### src/rtl/isos_pkg.sv
// ----------------------------------------------------------------------------
// isos_pkg: shared constants, calibration tables and beat types
// Field widths, the IR-to-distance calibration curve and the structs that
// carry a point between the pipeline stages of the IR scan segmenter.
// ----------------------------------------------------------------------------
package isos_pkg;

  localparam int unsigned SAMPLES_PER_POINT = 3;
  localparam int unsigned MAX_OBJECTS       = 16;
  localparam int unsigned CURVE_POINTS      = 15;

  // Field widths fixed by the interface.
  localparam int unsigned ANGLE_W = 8;
  localparam int unsigned IR_W    = 12;
  localparam int unsigned DIST_W  = 14;
  localparam int unsigned NUM_W   = 4;

  // Accumulator sizing.
  localparam int unsigned SUM_W = $clog2(SAMPLES_PER_POINT * ((2 ** IR_W) - 1) + 1);
  localparam int unsigned CNT_W = (SAMPLES_PER_POINT > 1) ? $clog2(SAMPLES_PER_POINT) : 1;
  localparam int unsigned OBJ_W = $clog2(MAX_OBJECTS + 1);

  // Average by reciprocal multiply: floor(sum * RECIP / 2^RECIP_SHIFT).
  // The rounding excess stays well below 1/SAMPLES_PER_POINT for any sum.
  localparam int unsigned RECIP_SHIFT = 20;
  localparam int unsigned RECIP_W     = RECIP_SHIFT + 1;
  localparam logic [RECIP_W-1:0] RECIP =
    RECIP_W'(((2 ** RECIP_SHIFT) + SAMPLES_PER_POINT - 1) / SAMPLES_PER_POINT);
  localparam int unsigned DIVP_W = SUM_W + RECIP_W;

  // Calibration curve. Slopes are Q7.16 of Q6.8 cm per raw count.
  localparam int unsigned CM_W    = 6;
  localparam int unsigned SLOPE_W = 23;
  localparam int unsigned SEG_W   = $clog2(CURVE_POINTS - 1);
  // The widest segment spans 222 counts, so the offset into it fits 8 bits.
  localparam int unsigned DELTA_W = 8;
  localparam int unsigned FRAC_SHIFT = 16;
  localparam int unsigned PROD_W  = DELTA_W + SLOPE_W;

  localparam logic [IR_W-1:0] CAL_IR [CURVE_POINTS] = '{
    12'd1499, 12'd1277, 12'd1147, 12'd1087, 12'd987, 12'd955, 12'd919, 12'd877,
    12'd842,  12'd833,  12'd803,  12'd795,  12'd779, 12'd751, 12'd731
  };

  localparam logic [CM_W-1:0] CAL_CM [CURVE_POINTS] = '{
    6'd9,  6'd12, 6'd15, 6'd18, 6'd21, 6'd24, 6'd27, 6'd30,
    6'd33, 6'd36, 6'd39, 6'd42, 6'd45, 6'd48, 6'd50
  };

  localparam logic [SLOPE_W-1:0] CAL_SLOPE [CURVE_POINTS-1] = '{
    23'd226719,  23'd387167,  23'd838861,  23'd503316,  23'd1572864,
    23'd1398101, 23'd1198373, 23'd1438047, 23'd5592405, 23'd1677722,
    23'd6291456, 23'd3145728, 23'd1797559, 23'd1677722
  };

  localparam logic [DIST_W-1:0] NEAR_THRESHOLD_RST = 14'd11520;

  // Averaged point on its way to the calibration curve.
  typedef struct packed {
    logic               clear;
    logic [ANGLE_W-1:0] angle;
    logic [IR_W-1:0]    avg;
  } avg_beat_t;

  // Calibrated point on its way to segmentation.
  typedef struct packed {
    logic               clear;
    logic [ANGLE_W-1:0] angle;
    logic [DIST_W-1:0]  distance;
  } dist_beat_t;

endpackage

### src/rtl/isos_accum.sv
// ----------------------------------------------------------------------------
// isos_accum: sample accumulator and averaging stages
// Sums raw IR samples per point, then divides by the sample count through a
// registered reciprocal multiply.
// ----------------------------------------------------------------------------
module isos_accum (
  input  logic                           clk_i,
  input  logic                           rst_ni,
  input  logic                           in_valid_i,
  output logic                           in_ready_o,
  input  logic                           scan_start_i,
  input  logic [isos_pkg::ANGLE_W-1:0]   angle_i,
  input  logic [isos_pkg::IR_W-1:0]      raw_ir_i,
  output logic                           avg_valid_o,
  input  logic                           avg_ready_i,
  output isos_pkg::avg_beat_t            avg_o
);
  import isos_pkg::*;

  logic [SUM_W-1:0]   sum_q, sum_d;
  logic [CNT_W-1:0]   cnt_q, cnt_d;
  logic               clr_pend_q, clr_pend_d;
  logic [SUM_W-1:0]   sum_base, sum_new;
  logic [CNT_W-1:0]   cnt_base;
  logic               complete, fire;

  logic               sum_valid_q;
  logic [SUM_W-1:0]   psum_q;
  logic [ANGLE_W-1:0] pangle_q;
  logic               pclear_q;
  logic               avg_valid_q;
  avg_beat_t          avg_q;
  logic               rdy_sum, rdy_avg;
  logic [DIVP_W-1:0]  quot_prod;

  assign rdy_avg    = !avg_valid_q || avg_ready_i;
  assign rdy_sum    = !sum_valid_q || rdy_avg;
  assign in_ready_o = rdy_sum;
  assign fire       = in_valid_i && rdy_sum;

  // A scan start drops the partial sum before this sample is added.
  always_comb begin
    sum_base   = scan_start_i ? '0 : sum_q;
    cnt_base   = scan_start_i ? '0 : cnt_q;
    sum_new    = sum_base + SUM_W'(raw_ir_i);
    complete   = (cnt_base == CNT_W'(SAMPLES_PER_POINT - 1));
    sum_d      = sum_q;
    cnt_d      = cnt_q;
    clr_pend_d = clr_pend_q;
    if (fire) begin
      if (complete) begin
        sum_d      = '0;
        cnt_d      = '0;
        clr_pend_d = 1'b0;
      end else begin
        sum_d      = sum_new;
        cnt_d      = cnt_base + CNT_W'(1);
        clr_pend_d = clr_pend_q | scan_start_i;
      end
    end
  end

  always_ff @(posedge clk_i or negedge rst_ni) begin
    if (!rst_ni) begin
      sum_q      <= '0;
      cnt_q      <= '0;
      clr_pend_q <= 1'b0;
    end else begin
      sum_q      <= sum_d;
      cnt_q      <= cnt_d;
      clr_pend_q <= clr_pend_d;
    end
  end

  // Completed sum stage.
  always_ff @(posedge clk_i or negedge rst_ni) begin
    if (!rst_ni) begin
      sum_valid_q <= 1'b0;
    end else if (rdy_sum) begin
      sum_valid_q <= fire && complete;
    end
  end

  always_ff @(posedge clk_i) begin
    if (fire && complete) begin
      psum_q   <= sum_new;
      pangle_q <= angle_i;
      pclear_q <= scan_start_i | clr_pend_q;
    end
  end

  assign quot_prod = DIVP_W'(psum_q) * DIVP_W'(RECIP);

  // Average stage.
  always_ff @(posedge clk_i or negedge rst_ni) begin
    if (!rst_ni) begin
      avg_valid_q <= 1'b0;
    end else if (rdy_avg) begin
      avg_valid_q <= sum_valid_q;
    end
  end

  always_ff @(posedge clk_i) begin
    if (rdy_avg && sum_valid_q) begin
      avg_q.clear <= pclear_q;
      avg_q.angle <= pangle_q;
      avg_q.avg   <= quot_prod[RECIP_SHIFT +: IR_W];
    end
  end

  assign avg_valid_o = avg_valid_q;
  assign avg_o       = avg_q;

endmodule

### src/rtl/isos_curve.sv
// ----------------------------------------------------------------------------
// isos_curve: piecewise-linear calibration
// Picks the curve segment with a row of comparators, then interpolates with
// one registered multiply. Both ends of the curve clamp.
// ----------------------------------------------------------------------------
module isos_curve (
  input  logic                 clk_i,
  input  logic                 rst_ni,
  input  logic                 avg_valid_i,
  output logic                 avg_ready_o,
  input  isos_pkg::avg_beat_t  avg_i,
  output logic                 dist_valid_o,
  input  logic                 dist_ready_i,
  output isos_pkg::dist_beat_t dist_o
);
  import isos_pkg::*;

  logic [SEG_W-1:0]   seg;
  logic [IR_W-1:0]    delta_full;
  logic [DELTA_W-1:0] delta_d;
  logic [CM_W-1:0]    base_d;
  logic [SLOPE_W-1:0] slope_d;
  logic               clamp_hi, clamp_lo;

  logic               sel_valid_q;
  logic [DELTA_W-1:0] delta_q;
  logic [CM_W-1:0]    base_q;
  logic [SLOPE_W-1:0] slope_q;
  logic [ANGLE_W-1:0] angle_q;
  logic               clear_q;

  logic               dist_valid_q;
  dist_beat_t         dist_q;
  logic [PROD_W-1:0]  prod;
  logic               rdy_sel, rdy_dist;

  assign rdy_dist    = !dist_valid_q || dist_ready_i;
  assign rdy_sel     = !sel_valid_q || rdy_dist;
  assign avg_ready_o = rdy_sel;

  // Breakpoints fall, so the last breakpoint at or above the average marks
  // the segment that holds it.
  always_comb begin
    seg = '0;
    for (int i = 1; i < int'(CURVE_POINTS) - 1; i++) begin
      if (avg_i.avg <= CAL_IR[i]) begin
        seg = SEG_W'(i);
      end
    end
    clamp_hi   = (avg_i.avg >= CAL_IR[0]);
    clamp_lo   = (avg_i.avg <= CAL_IR[CURVE_POINTS-1]);
    delta_full = CAL_IR[seg] - avg_i.avg;
    delta_d    = delta_full[DELTA_W-1:0];
    base_d     = CAL_CM[seg];
    slope_d    = CAL_SLOPE[seg];
    if (clamp_hi) begin
      delta_d = '0;
      base_d  = CAL_CM[0];
    end else if (clamp_lo) begin
      delta_d = '0;
      base_d  = CAL_CM[CURVE_POINTS-1];
    end
  end

  always_ff @(posedge clk_i or negedge rst_ni) begin
    if (!rst_ni) begin
      sel_valid_q <= 1'b0;
    end else if (rdy_sel) begin
      sel_valid_q <= avg_valid_i;
    end
  end

  always_ff @(posedge clk_i) begin
    if (rdy_sel && avg_valid_i) begin
      delta_q <= delta_d;
      base_q  <= base_d;
      slope_q <= slope_d;
      angle_q <= avg_i.angle;
      clear_q <= avg_i.clear;
    end
  end

  assign prod = PROD_W'(delta_q) * PROD_W'(slope_q);

  always_ff @(posedge clk_i or negedge rst_ni) begin
    if (!rst_ni) begin
      dist_valid_q <= 1'b0;
    end else if (rdy_dist) begin
      dist_valid_q <= sel_valid_q;
    end
  end

  always_ff @(posedge clk_i) begin
    if (rdy_dist && sel_valid_q) begin
      dist_q.clear    <= clear_q;
      dist_q.angle    <= angle_q;
      dist_q.distance <= DIST_W'({base_q, 8'h00}) + DIST_W'(prod >> FRAC_SHIFT);
    end
  end

  assign dist_valid_o = dist_valid_q;
  assign dist_o       = dist_q;

endmodule

### src/rtl/isos_segment.sv
// ----------------------------------------------------------------------------
// isos_segment: threshold segmentation and result register
// Opens and closes objects against the near threshold, tracks the narrowest
// closed object of the scan and holds the result beat.
// ----------------------------------------------------------------------------
module isos_segment (
  input  logic                            clk_i,
  input  logic                            rst_ni,
  input  logic                            cfg_we_i,
  input  logic [isos_pkg::DIST_W-1:0]     cfg_wdata_i,
  input  logic                            dist_valid_i,
  output logic                            dist_ready_o,
  input  isos_pkg::dist_beat_t            dist_i,
  output logic                            out_valid_o,
  input  logic                            out_ready_i,
  output logic [isos_pkg::ANGLE_W-1:0]    point_angle_o,
  output logic [isos_pkg::DIST_W-1:0]     distance_o,
  output logic                            object_closed_o,
  output logic [isos_pkg::NUM_W-1:0]      object_number_o,
  output logic [isos_pkg::ANGLE_W-1:0]    object_start_o,
  output logic [isos_pkg::ANGLE_W-1:0]    object_end_o,
  output logic [isos_pkg::NUM_W-1:0]      smallest_number_o,
  output logic [isos_pkg::ANGLE_W-1:0]    smallest_start_o,
  output logic [isos_pkg::ANGLE_W-1:0]    smallest_end_o,
  output logic                            table_overflow_o
);
  import isos_pkg::*;

  logic [DIST_W-1:0]  thresh_q;
  logic               inside_q, inside_d, inside_c;
  logic [ANGLE_W-1:0] open_q, open_d, open_c;
  logic [OBJ_W-1:0]   found_q, found_d, found_c;
  logic [ANGLE_W-1:0] bwidth_q, bwidth_d, bwidth_c;
  logic [NUM_W-1:0]   bnum_q, bnum_d, bnum_c;
  logic [ANGLE_W-1:0] bstart_q, bstart_d, bstart_c;
  logic [ANGLE_W-1:0] bend_q, bend_d, bend_c;

  logic               closed, ovf;
  logic [NUM_W-1:0]   onum;
  logic [ANGLE_W-1:0] ostart, oend, width;
  logic               fire;
  logic               out_valid_q;

  assign dist_ready_o = !out_valid_q || out_ready_i;
  assign fire         = dist_valid_i && dist_ready_o;

  always_ff @(posedge clk_i or negedge rst_ni) begin
    if (!rst_ni) begin
      thresh_q <= NEAR_THRESHOLD_RST;
    end else if (cfg_we_i) begin
      thresh_q <= cfg_wdata_i;
    end
  end

  always_comb begin
    // A scan start seen on any sample of this point wipes the scan state.
    inside_c = dist_i.clear ? 1'b0 : inside_q;
    open_c   = dist_i.clear ? '0 : open_q;
    found_c  = dist_i.clear ? '0 : found_q;
    bwidth_c = dist_i.clear ? '0 : bwidth_q;
    bnum_c   = dist_i.clear ? '0 : bnum_q;
    bstart_c = dist_i.clear ? '0 : bstart_q;
    bend_c   = dist_i.clear ? '0 : bend_q;

    inside_d = inside_c;
    open_d   = open_c;
    found_d  = found_c;
    bwidth_d = bwidth_c;
    bnum_d   = bnum_c;
    bstart_d = bstart_c;
    bend_d   = bend_c;

    closed = 1'b0;
    ovf    = 1'b0;
    onum   = '0;
    ostart = '0;
    oend   = '0;
    width  = (dist_i.angle >= open_c) ? (dist_i.angle - open_c) : '0;

    if (dist_i.distance < thresh_q) begin
      if (!inside_c) begin
        inside_d = 1'b1;
        open_d   = dist_i.angle;
      end
    end else if (inside_c) begin
      inside_d = 1'b0;
      closed   = 1'b1;
      ostart   = open_c;
      oend     = dist_i.angle;
      if (found_c >= OBJ_W'(MAX_OBJECTS)) begin
        ovf = 1'b1;
      end else begin
        onum = found_c[NUM_W-1:0];
        if (found_c == '0 || width < bwidth_c) begin
          bwidth_d = width;
          bnum_d   = onum;
          bstart_d = open_c;
          bend_d   = dist_i.angle;
        end
        found_d = found_c + OBJ_W'(1);
      end
    end
  end

  always_ff @(posedge clk_i or negedge rst_ni) begin
    if (!rst_ni) begin
      inside_q <= 1'b0;
      open_q   <= '0;
      found_q  <= '0;
      bwidth_q <= '0;
      bnum_q   <= '0;
      bstart_q <= '0;
      bend_q   <= '0;
    end else if (fire) begin
      inside_q <= inside_d;
      open_q   <= open_d;
      found_q  <= found_d;
      bwidth_q <= bwidth_d;
      bnum_q   <= bnum_d;
      bstart_q <= bstart_d;
      bend_q   <= bend_d;
    end
  end

  always_ff @(posedge clk_i or negedge rst_ni) begin
    if (!rst_ni) begin
      out_valid_q <= 1'b0;
    end else if (dist_ready_o) begin
      out_valid_q <= dist_valid_i;
    end
  end

  always_ff @(posedge clk_i) begin
    if (fire) begin
      point_angle_o     <= dist_i.angle;
      distance_o        <= dist_i.distance;
      object_closed_o   <= closed;
      object_number_o   <= onum;
      object_start_o    <= ostart;
      object_end_o      <= oend;
      smallest_number_o <= bnum_d;
      smallest_start_o  <= bstart_d;
      smallest_end_o    <= bend_d;
      table_overflow_o  <= ovf;
    end
  end

  assign out_valid_o = out_valid_q;

endmodule

### src/rtl/ir_scan_object_segmenter_top.sv
// ----------------------------------------------------------------------------
// ir_scan_object_segmenter_top: IR scan object segmenter
// Averages raw IR samples into points, calibrates them to distance and
// segments the scan into objects, keeping the narrowest one.
// ----------------------------------------------------------------------------
// Usage:
// The input channel takes one raw IR sample per beat (scan_start, angle,
// raw_ir) under valid/ready. Every third accepted sample completes a point,
// and only a completed point produces a beat on the output channel; other
// samples are absorbed into the running sum.
// The pipeline is five registers deep (completed sum, average, segment select,
// distance, result), and the first one loads on the edge that accepts the
// input beat. One sample is accepted every cycle while in_ready is high; the
// rate is set by the accumulator, whose running sum feeds back on itself, and
// every later stage is fully pipelined.
// Each stage has its own valid bit and moves whenever the stage after it is
// empty or draining, so bubbles collapse and input is taken while a finished
// result waits. When the receiver holds out_ready low, the pipeline fills up
// and in_ready falls only once every stage holds a point.
// Reset empties the pipeline, clears sum, sample count and all segmentation
// state, and loads the near threshold with 45 cm. The user must write the
// threshold register via cfg_we_i/cfg_wdata_i only while idle (not enforced).
// ----------------------------------------------------------------------------
module ir_scan_object_segmenter_top (
  input  logic                            clk_i,
  input  logic                            rst_ni,
  input  logic                            cfg_we_i,
  input  logic [isos_pkg::DIST_W-1:0]     cfg_wdata_i,
  input  logic                            in_valid_i,
  output logic                            in_ready_o,
  input  logic                            scan_start_i,
  input  logic [isos_pkg::ANGLE_W-1:0]    angle_i,
  input  logic [isos_pkg::IR_W-1:0]       raw_ir_i,
  output logic                            out_valid_o,
  input  logic                            out_ready_i,
  output logic [isos_pkg::ANGLE_W-1:0]    point_angle_o,
  output logic [isos_pkg::DIST_W-1:0]     distance_o,
  output logic                            object_closed_o,
  output logic [isos_pkg::NUM_W-1:0]      object_number_o,
  output logic [isos_pkg::ANGLE_W-1:0]    object_start_o,
  output logic [isos_pkg::ANGLE_W-1:0]    object_end_o,
  output logic [isos_pkg::NUM_W-1:0]      smallest_number_o,
  output logic [isos_pkg::ANGLE_W-1:0]    smallest_start_o,
  output logic [isos_pkg::ANGLE_W-1:0]    smallest_end_o,
  output logic                            table_overflow_o
);
  import isos_pkg::*;

  // Averaged points leaving the accumulator.
  logic       avg_valid, avg_ready;
  avg_beat_t  avg_beat;

  // Calibrated points entering segmentation.
  logic       dist_valid, dist_ready;
  dist_beat_t dist_beat;

  // Sum samples and divide by the point size. A scan start that lands on a
  // sample in the middle of a point is remembered and rides on the point.
  isos_accum u_accum (
    .clk_i        (clk_i),
    .rst_ni       (rst_ni),
    .in_valid_i   (in_valid_i),
    .in_ready_o   (in_ready_o),
    .scan_start_i (scan_start_i),
    .angle_i      (angle_i),
    .raw_ir_i     (raw_ir_i),
    .avg_valid_o  (avg_valid),
    .avg_ready_i  (avg_ready),
    .avg_o        (avg_beat)
  );

  // Segment select, then one multiply for the interpolation.
  isos_curve u_curve (
    .clk_i        (clk_i),
    .rst_ni       (rst_ni),
    .avg_valid_i  (avg_valid),
    .avg_ready_o  (avg_ready),
    .avg_i        (avg_beat),
    .dist_valid_o (dist_valid),
    .dist_ready_i (dist_ready),
    .dist_o       (dist_beat)
  );

  // Segmentation state lives next to the result register, so each point sees
  // the state left by the point before it.
  isos_segment u_segment (
    .clk_i             (clk_i),
    .rst_ni            (rst_ni),
    .cfg_we_i          (cfg_we_i),
    .cfg_wdata_i       (cfg_wdata_i),
    .dist_valid_i      (dist_valid),
    .dist_ready_o      (dist_ready),
    .dist_i            (dist_beat),
    .out_valid_o       (out_valid_o),
    .out_ready_i       (out_ready_i),
    .point_angle_o     (point_angle_o),
    .distance_o        (distance_o),
    .object_closed_o   (object_closed_o),
    .object_number_o   (object_number_o),
    .object_start_o    (object_start_o),
    .object_end_o      (object_end_o),
    .smallest_number_o (smallest_number_o),
    .smallest_start_o  (smallest_start_o),
    .smallest_end_o    (smallest_end_o),
    .table_overflow_o  (table_overflow_o)
  );

endmodule
### config.mk
export PLATFORM = sky130hd
export DESIGN_NAME = ir_scan_object_segmenter_top
export DESIGN_NICKNAME = d
export VERILOG_FILES = /design/src/rtl/isos_pkg.sv /design/src/rtl/isos_accum.sv /design/src/rtl/isos_curve.sv /design/src/rtl/isos_segment.sv /design/src/rtl/ir_scan_object_segmenter_top.sv
export SDC_FILE = /design/constraint.sdc
export NUM_CORES = 1
export LEC_CHECK = 0
export ABC_AREA = 1
export BUFFER_PORTS_ARGS = -buffer_cell sky130_fd_sc_hd__buf_2
export CAP_MARGIN = 10
export CORE_MARGIN = 4
export CORE_UTILIZATION = 65
export CTS_CLUSTER_DIAMETER = 200
export DETAILED_ROUTE_END_ITERATION = 16
export PLACE_DENSITY = 0.87
export REMOVE_ABC_BUFFERS = 1
export SLEW_MARGIN = 10
export SYNTH_ARGS = -nofsm -noshare
export SYNTH_HDL_FRONTEND = slang
export SYNTH_SLANG_ARGS = --single-unit
export TNS_END_PERCENT = 5
### constraint.sdc
create_clock -name clk_i -period 13.2 [get_ports clk_i]
set_input_delay 1.32 -clock clk_i [delete_from_list [all_inputs] [get_ports clk_i]]
set_output_delay 1.32 -clock clk_i [all_outputs]
set_load 0.03 [all_outputs]
After elaboration in Yosys (flattened, before gate mapping)
Memories as Yosys holds them, arrays and structs flattened. A register that Yosys moved wholly into a read port is not among the register bits.
Cells that the tools add are included.
{ "word_totals": {"elab_cells": 151, "input_bits": 40, "register_bits": 232, "mem_bits_ro": 656, "latch_bits": 0, "ram_bits": 0, "output_inout_bits": 66, "mem_count": 3} }
{ "classes": {"add_sub_neg": 6, "div": 0, "order_cmp": 20, "n_eq_ne": 1, "n_shift": 0, "n_mul": 2, "reduce_logical": 21, "n_mux": 55, "bitwise_logic": 3} }
{ "mem_list": {"columns": ["name", "words", "word_bits", "read_ports", "rd_ports_with_merged_regs", "wr", "line_no", "rtl"], "rows": [
  ["(name not given)", 16, 23, 1, 1, 0, "isos_curve.sv:55", "slope_d = CAL_SLOPE[seg];"],
  ["(name not given)", 16, 12, 1, 0, 0, "isos_curve.sv:52", "delta_full = CAL_IR[seg] - avg_i.avg;"],
  ["(name not given)", 16, 6, 1, 0, 0, "isos_curve.sv:54", "base_d = CAL_CM[seg];"]
]} }
{ "ops": {"columns": ["cell", "count"], "rows": [
  ["8-bit 2-to-1 mux", 21],
  ["12-bit by 10-bit less-or-equal comparator with 1-bit output, second input constant", 11],
  ["4-bit 2-to-1 mux", 17],
  ["12-bit by 11-bit less-or-equal comparator with 1-bit output, second input constant", 3],
  ["14-bit by 18-bit multiplier with 31-bit output, second input constant", 1],
  ["8-bit by 23-bit multiplier with 30-bit output", 1],
  ["14-bit 2-to-1 mux", 2],
  ["5-bit 2-to-1 mux", 4],
  ["6-bit 2-to-1 mux", 3],
  ["8-bit subtractor", 2],
  ["14-bit by 12-bit adder with 14-bit output", 1],
  ["14-bit adder", 1],
  ["14-bit less-than comparator", 1],
  ["12-bit by 11-bit >= comparator with 1-bit output, second input constant", 1],
  ["5-bit >= comparator, second input constant", 2],
  ["8-bit >= comparator", 1],
  ["8-bit less-than comparator", 1],
  ["1-bit logical AND", 6],
  ["1-bit logical OR", 6],
  ["1-bit 2-to-1 mux", 6],
  ["5-bit by 1-bit adder with 5-bit output, second input constant", 1],
  ["1-bit zero test", 5],
  ["5-bit zero test", 1],
  ["4-bit NOT with 5-bit output", 1],
  ["other kinds (7)", 9]
]} }

Longest topological paths before layout
{ "logic_depth": {"word_depth": 19, "ltp_mapped": 35, "ltp_nobuf": 35} }

By module
Synthesis repeated with hierarchy kept, for this count alone.
{ "hier_totals": {"cells_unflattened": 2706, "area_unflattened_um2": 22594.2} }
{ "by_module_without_submodules": {"columns": ["module", "cells_per_inst", "area_each_um2", "instances"], "rows": [
  ["isos_curve", 1182, 9412.8, 1],
  ["isos_accum", 899, 7179.4, 1],
  ["isos_segment", 625, 6002.0, 1]
]} }

Least setup slack after synthesis
No wires, ideal clock.
{ "synth_timing": {"path_type": "register to register", "start": "register u_curve.delta_q[7]", "end": "register u_curve.dist_q, in the netlist u_curve.dist_o[13], data pin", "arrival_time_ps": 5517, "path_stages_with_launch": 29, "path_slack_ps": 7422, "setup_time_ps": 261, "t_required_ps": 12939, "path_cell_list": "edfxtp_1 -> clkbuf_1 -> nand2_1 -> fa_1 -> fa_1 -> inv_1 -> fa_1 -> inv_1 -> fa_1 -> inv_1 -> ha_1 -> a21oi_1 -> o21ai_0 -> a21oi_1 -> nor2_1 -> nor3_1 -> o21ai_1 -> nand2_1 -> nand2_1 -> nand2_1 -> nand2_1 -> xor2_1 -> ha_1 -> a21oi_1 -> nand2_1 -> a21o_1 -> a21oi_1 -> xnor2_1 -> xor2_1"} }
{ "synth_via": {"elab_chain_cells": 2} }
{ "synth_rtl": {"columns": ["item", "line_no", "rtl"], "rows": [
  ["start, declared", "isos_curve.sv:26", "logic [DELTA_W-1:0] delta_q;"],
  ["start signal, assigned", "isos_curve.sv:75", "delta_q <= delta_d;"],
  ["8-bit by 23-bit multiplier with 30-bit output", "isos_curve.sv:83", "assign prod = PROD_W'(delta_q) * PROD_W'(slope_q);"],
  ["14-bit adder", "isos_curve.sv:97", "dist_q.distance <= DIST_W'({base_q, 8'h00}) + DIST_W'(prod >> FRAC_SHIFT);"],
  ["end, declared", "isos_curve.sv:33", "dist_beat_t dist_q;"]
]} }
No other way between the ends.
A chain may end at the register's enable or synchronous reset.

Final worst setup path
Ends and elaborated chain as after synthesis.

==> results by group <==
Worst setup path
  – Crit-path max FO: 21
  – Buf/Inv on CP: 3
  – CP Depth: 27
  – Setup crit end kind: register
  – Crit path kind: reg2reg
  – Critical path's most frequent cell: nand2_1
  – RR Startpoint: u_curve.delta_q[7]
  – Critical Path RT: 13500 ps
  – Startpoint types: register
  – Worst path slowest cell: edfxtp_1
  – Crit path max-delay family: adder cells
  – CP Data Arrival Time: 7200 ps
  – Reg2Reg Depth: 27
  – Worst stage delay on the critical path: 830 ps
  – CP startpoint: u_curve.delta_q[7]

STA
  – Max Clock Skew: 19.90 ps
  – Worst slew pin tran: between 1000 and 1500 ps
  – Worst slew margin: 19.14%
  – RSZ-0062 raised after global routing: no
  – Final min period: 6905 ps
  – Final TNS setup: 0 ps
  – Fmax: 144.8 MHz
  – Slew Limit Fails: 0
  – Final Cycle Share: between 50% and 60%
  – Final setup viols: 0
  – Final hold violations: 0

Run status
  – Status: finished clean

Synth
  – Yosys warns: 0
  – Flops & latches, synth: 253
  – Synth Cell Area: 0.02160 mm2
  – Cell variety after synth: between 50 and 60
  – Synth cell count leaders: inv_1, nand2_1, ha_1
  – Register area share after synthesis: 33.39%
  – Largest cells by area after synthesis: edfxtp_1, fa_1, ha_1, inv_1, dfrtp_1
  – Synthesized area per cell: 8.990 um2
  – Post-synthesis instance total: 2403
  – Number of enable flip-flop cells after synthesis: 175
  – Yosys top cell area share: 24.33%
  – Ys flop type: edfxtp_1
  – Area leader, netlist: edfxtp_1
  – Async SR Flop Fraction: 30.83%
  – Most frequent cell after synthesis: inv_1

Floorplan
  – Die Ht: 190.3 um
  – Initial Util: 66.06%
  – # rows: 66
  – Die X: 190.3 um
  – Total I/O pin count: 106
  – Die area: 0.03621 mm2
  – Core area: roughly 0.033 mm2

GRT
  – Pin count of the biggest net entering global routing: 65
  – Number of global-route vias before repair: 17.10k
  – Global-route wire length before repair: roughly 83000 um
  – Initial antenna violation count: 1
  – Grt ovf: 0
  – Gr usage total: ~28%

Power
  – Maximum VDD drop: 0.1331 mV
  – Power Density: 128.1 mW/mm2
  – Pleak: 11.86 nW

Clock tree
  – Buffer levels on the longest clock path: 3
  – CTS tree: done
  – Skew-Pair Late Insertion Delay: 560 ps
  – CTS Hold Bufs: 0
  – Root Buffer: clkbuf_16
  – Post-cts resize count: 0
  – Clock sink total: 253
  – CTS Buf Count: 25
  – Post-CTS setup buffer count: 0
  – Clk slew on worst S/H paths: 60 ps
  – CTS H-tree depth: 1

Final layout
  – Post-Route Utilization: a little under three quarters
  – Seq. cell area: 0.007212 mm2
  – Multi-input logic area: 0.01204 mm2
  – P&R area growth vs syn: 7.460%
  – Post-route cell area: about 0.023 mm2
  – Share of layout cells above drive strength 1: 9.627%
  – Finished Layout Cells: 2936
  – Number of fill cells in the layout: about 2.4k
  – Nets: 2907

Detailed routing
  – Via count: between 15k and 20k
  – Routed len/inst: 16.91 um
  – Vias/cell: around 5.6
  – Iter 0 DRT Violations: about 1.5k
  – TritonRoute pass-1 iters: 6
  – Antenna viol nets, final: 0
  – DRT Wirelength: 49650 um
  – DRC violations left: 0

Placement
  – Placer Congestion: 0.9570
  – Dpl cells: 2889
  – Post-DP Area: 0.02238 mm2
  – IO buf count: 105
  – Detail Placement HPWL: 38530 um

Hold path
  – Worst min-delay path class: reg2reg
  – Hold Crit Start: u_accum.avg_o[18]
  – Hold path depth: 0

Flow run
  – Maxcap violations: 0
==> final timing paths <==
path                                         end  slack, ps
setup / recovery              u_curve.dist_o[13]       6290
hold / removal                u_curve.angle_q[6]        420
setup reg to reg              u_curve.dist_o[13]       6290
hold reg to reg               u_curve.angle_q[6]        420
max in group asynchronous  u_segment.thresh_q[0]      11440
min in group asynchronous       u_accum.sum_q[6]        610
==> report_power, final <==
group / internal (mW) / switching [mW]
logic: 0.458 / 0.793
clock network: 0.417 / 0.306
registers: 0.957 / 0.0421
==> cells in the final DEF (no fill, tap or decap), types with 7 or more instances in the layout <==
cell	count
nand2_2	11
nor2_1	146
xnor2_1	18
buf_2	104
o21ai_2	20
a21o_1	8
o21ai_0	114
edfxtp_1	175
buf_4	7
dfrtp_1	74
inv_1	522
a21oi_1	123
o21a_1	7
inv_2	10
nand4_1	11
nand3_2	22
xor2_1	38
clkbuf_16	25
clkinv_1	7
fa_1	187
nand2_1	489
nand3_1	54
nor3_1	16
ha_1	206
==> worst register-to-register path, cell delays in order, from the launching register on <==
cell	delay (ps)
edfxtp_1	830
nand2_1	230
fa_1	560
fa_1	550
inv_1	50
fa_1	530
inv_1	60
fa_1	530
inv_1	40
ha_1	320
a21oi_1	150
o21ai_0	140
a21oi_1	260
nor2_1	70
nor3_1	430
o21ai_1	240
nand2_1	110
nand2_1	80
nand2_1	60
nand2_1	50
xor2_1	160
ha_1	350
a21oi_1	180
nand2_1	100
a21o_1	170
a21oi_1	150
xnor2_1	110
xor2_1	160
==> area by class of cell <==
type | instances | area share, %
Timing Repair Buffer | 111 | 2.469
Inverter | 534 | 8.635
Clock inverter | 11 | 0.5174
Clock buffer | 35 | 3.072
Multi-Input combinational cell | 1549 | 51.85
Tap cell | 442 | 2.382
Antenna cell | 1 | 0.01078
Sequential cell | 253 | 31.07
==> sequential cells by signal, summed over array words and instances (netlist names), 14 cells and up <==
| register | count |
|---|---|
| u_curve.dist_o | 23 |
| u_accum.avg_o | 21 |
| u_curve.slope_q | 21 |
| u_accum.psum_q | 14 |
| u_accum.sum_q | 14 |
| u_segment.distance_o | 14 |
| u_segment.thresh_q | 14 |
==> per-layer routing <==
metal	share of wire, %	track usage [%]	up-vias
met5	0	0	-
met4	4.4	11.10	0
met3	6.8	3.094	131
met2	49	48.37	676
met1	39	36.53	7870
li1	-	-	7711
==> stage by stage <==
stage / power (mW) / hold WS [ps] / setup WS [ps]
2_1_floorplan: 1.929 / 400.3 / 4647
3_3_place_gp: 2.165 / 401.1 / 6639
3_5_place_dp: 2.233 / 404.5 / 6490
4_1_cts: 2.968 / 417.5 / 6408
5_1_grt: 3.193 / 418.5 / 6033
6_report: 2.972 / 416.8 / 6295
==> cells by family (layout without fill, tap and decap cells) <==
kind of cell	after synthesis	after routing	synth area share [%]
AND/OR/NAND/NOR	779	779	15.56
XOR/XNOR	56	56	2.270
AO/OA/AOI/OAI	321	321	8.561
flip-flops	253	253	33.39
adder cells (fa/ha/maj)	393	393	29.26
other	0	1	0
buffers and inverters	601	691	10.96
Note: power is estimated with default switching activity, not from simulation.
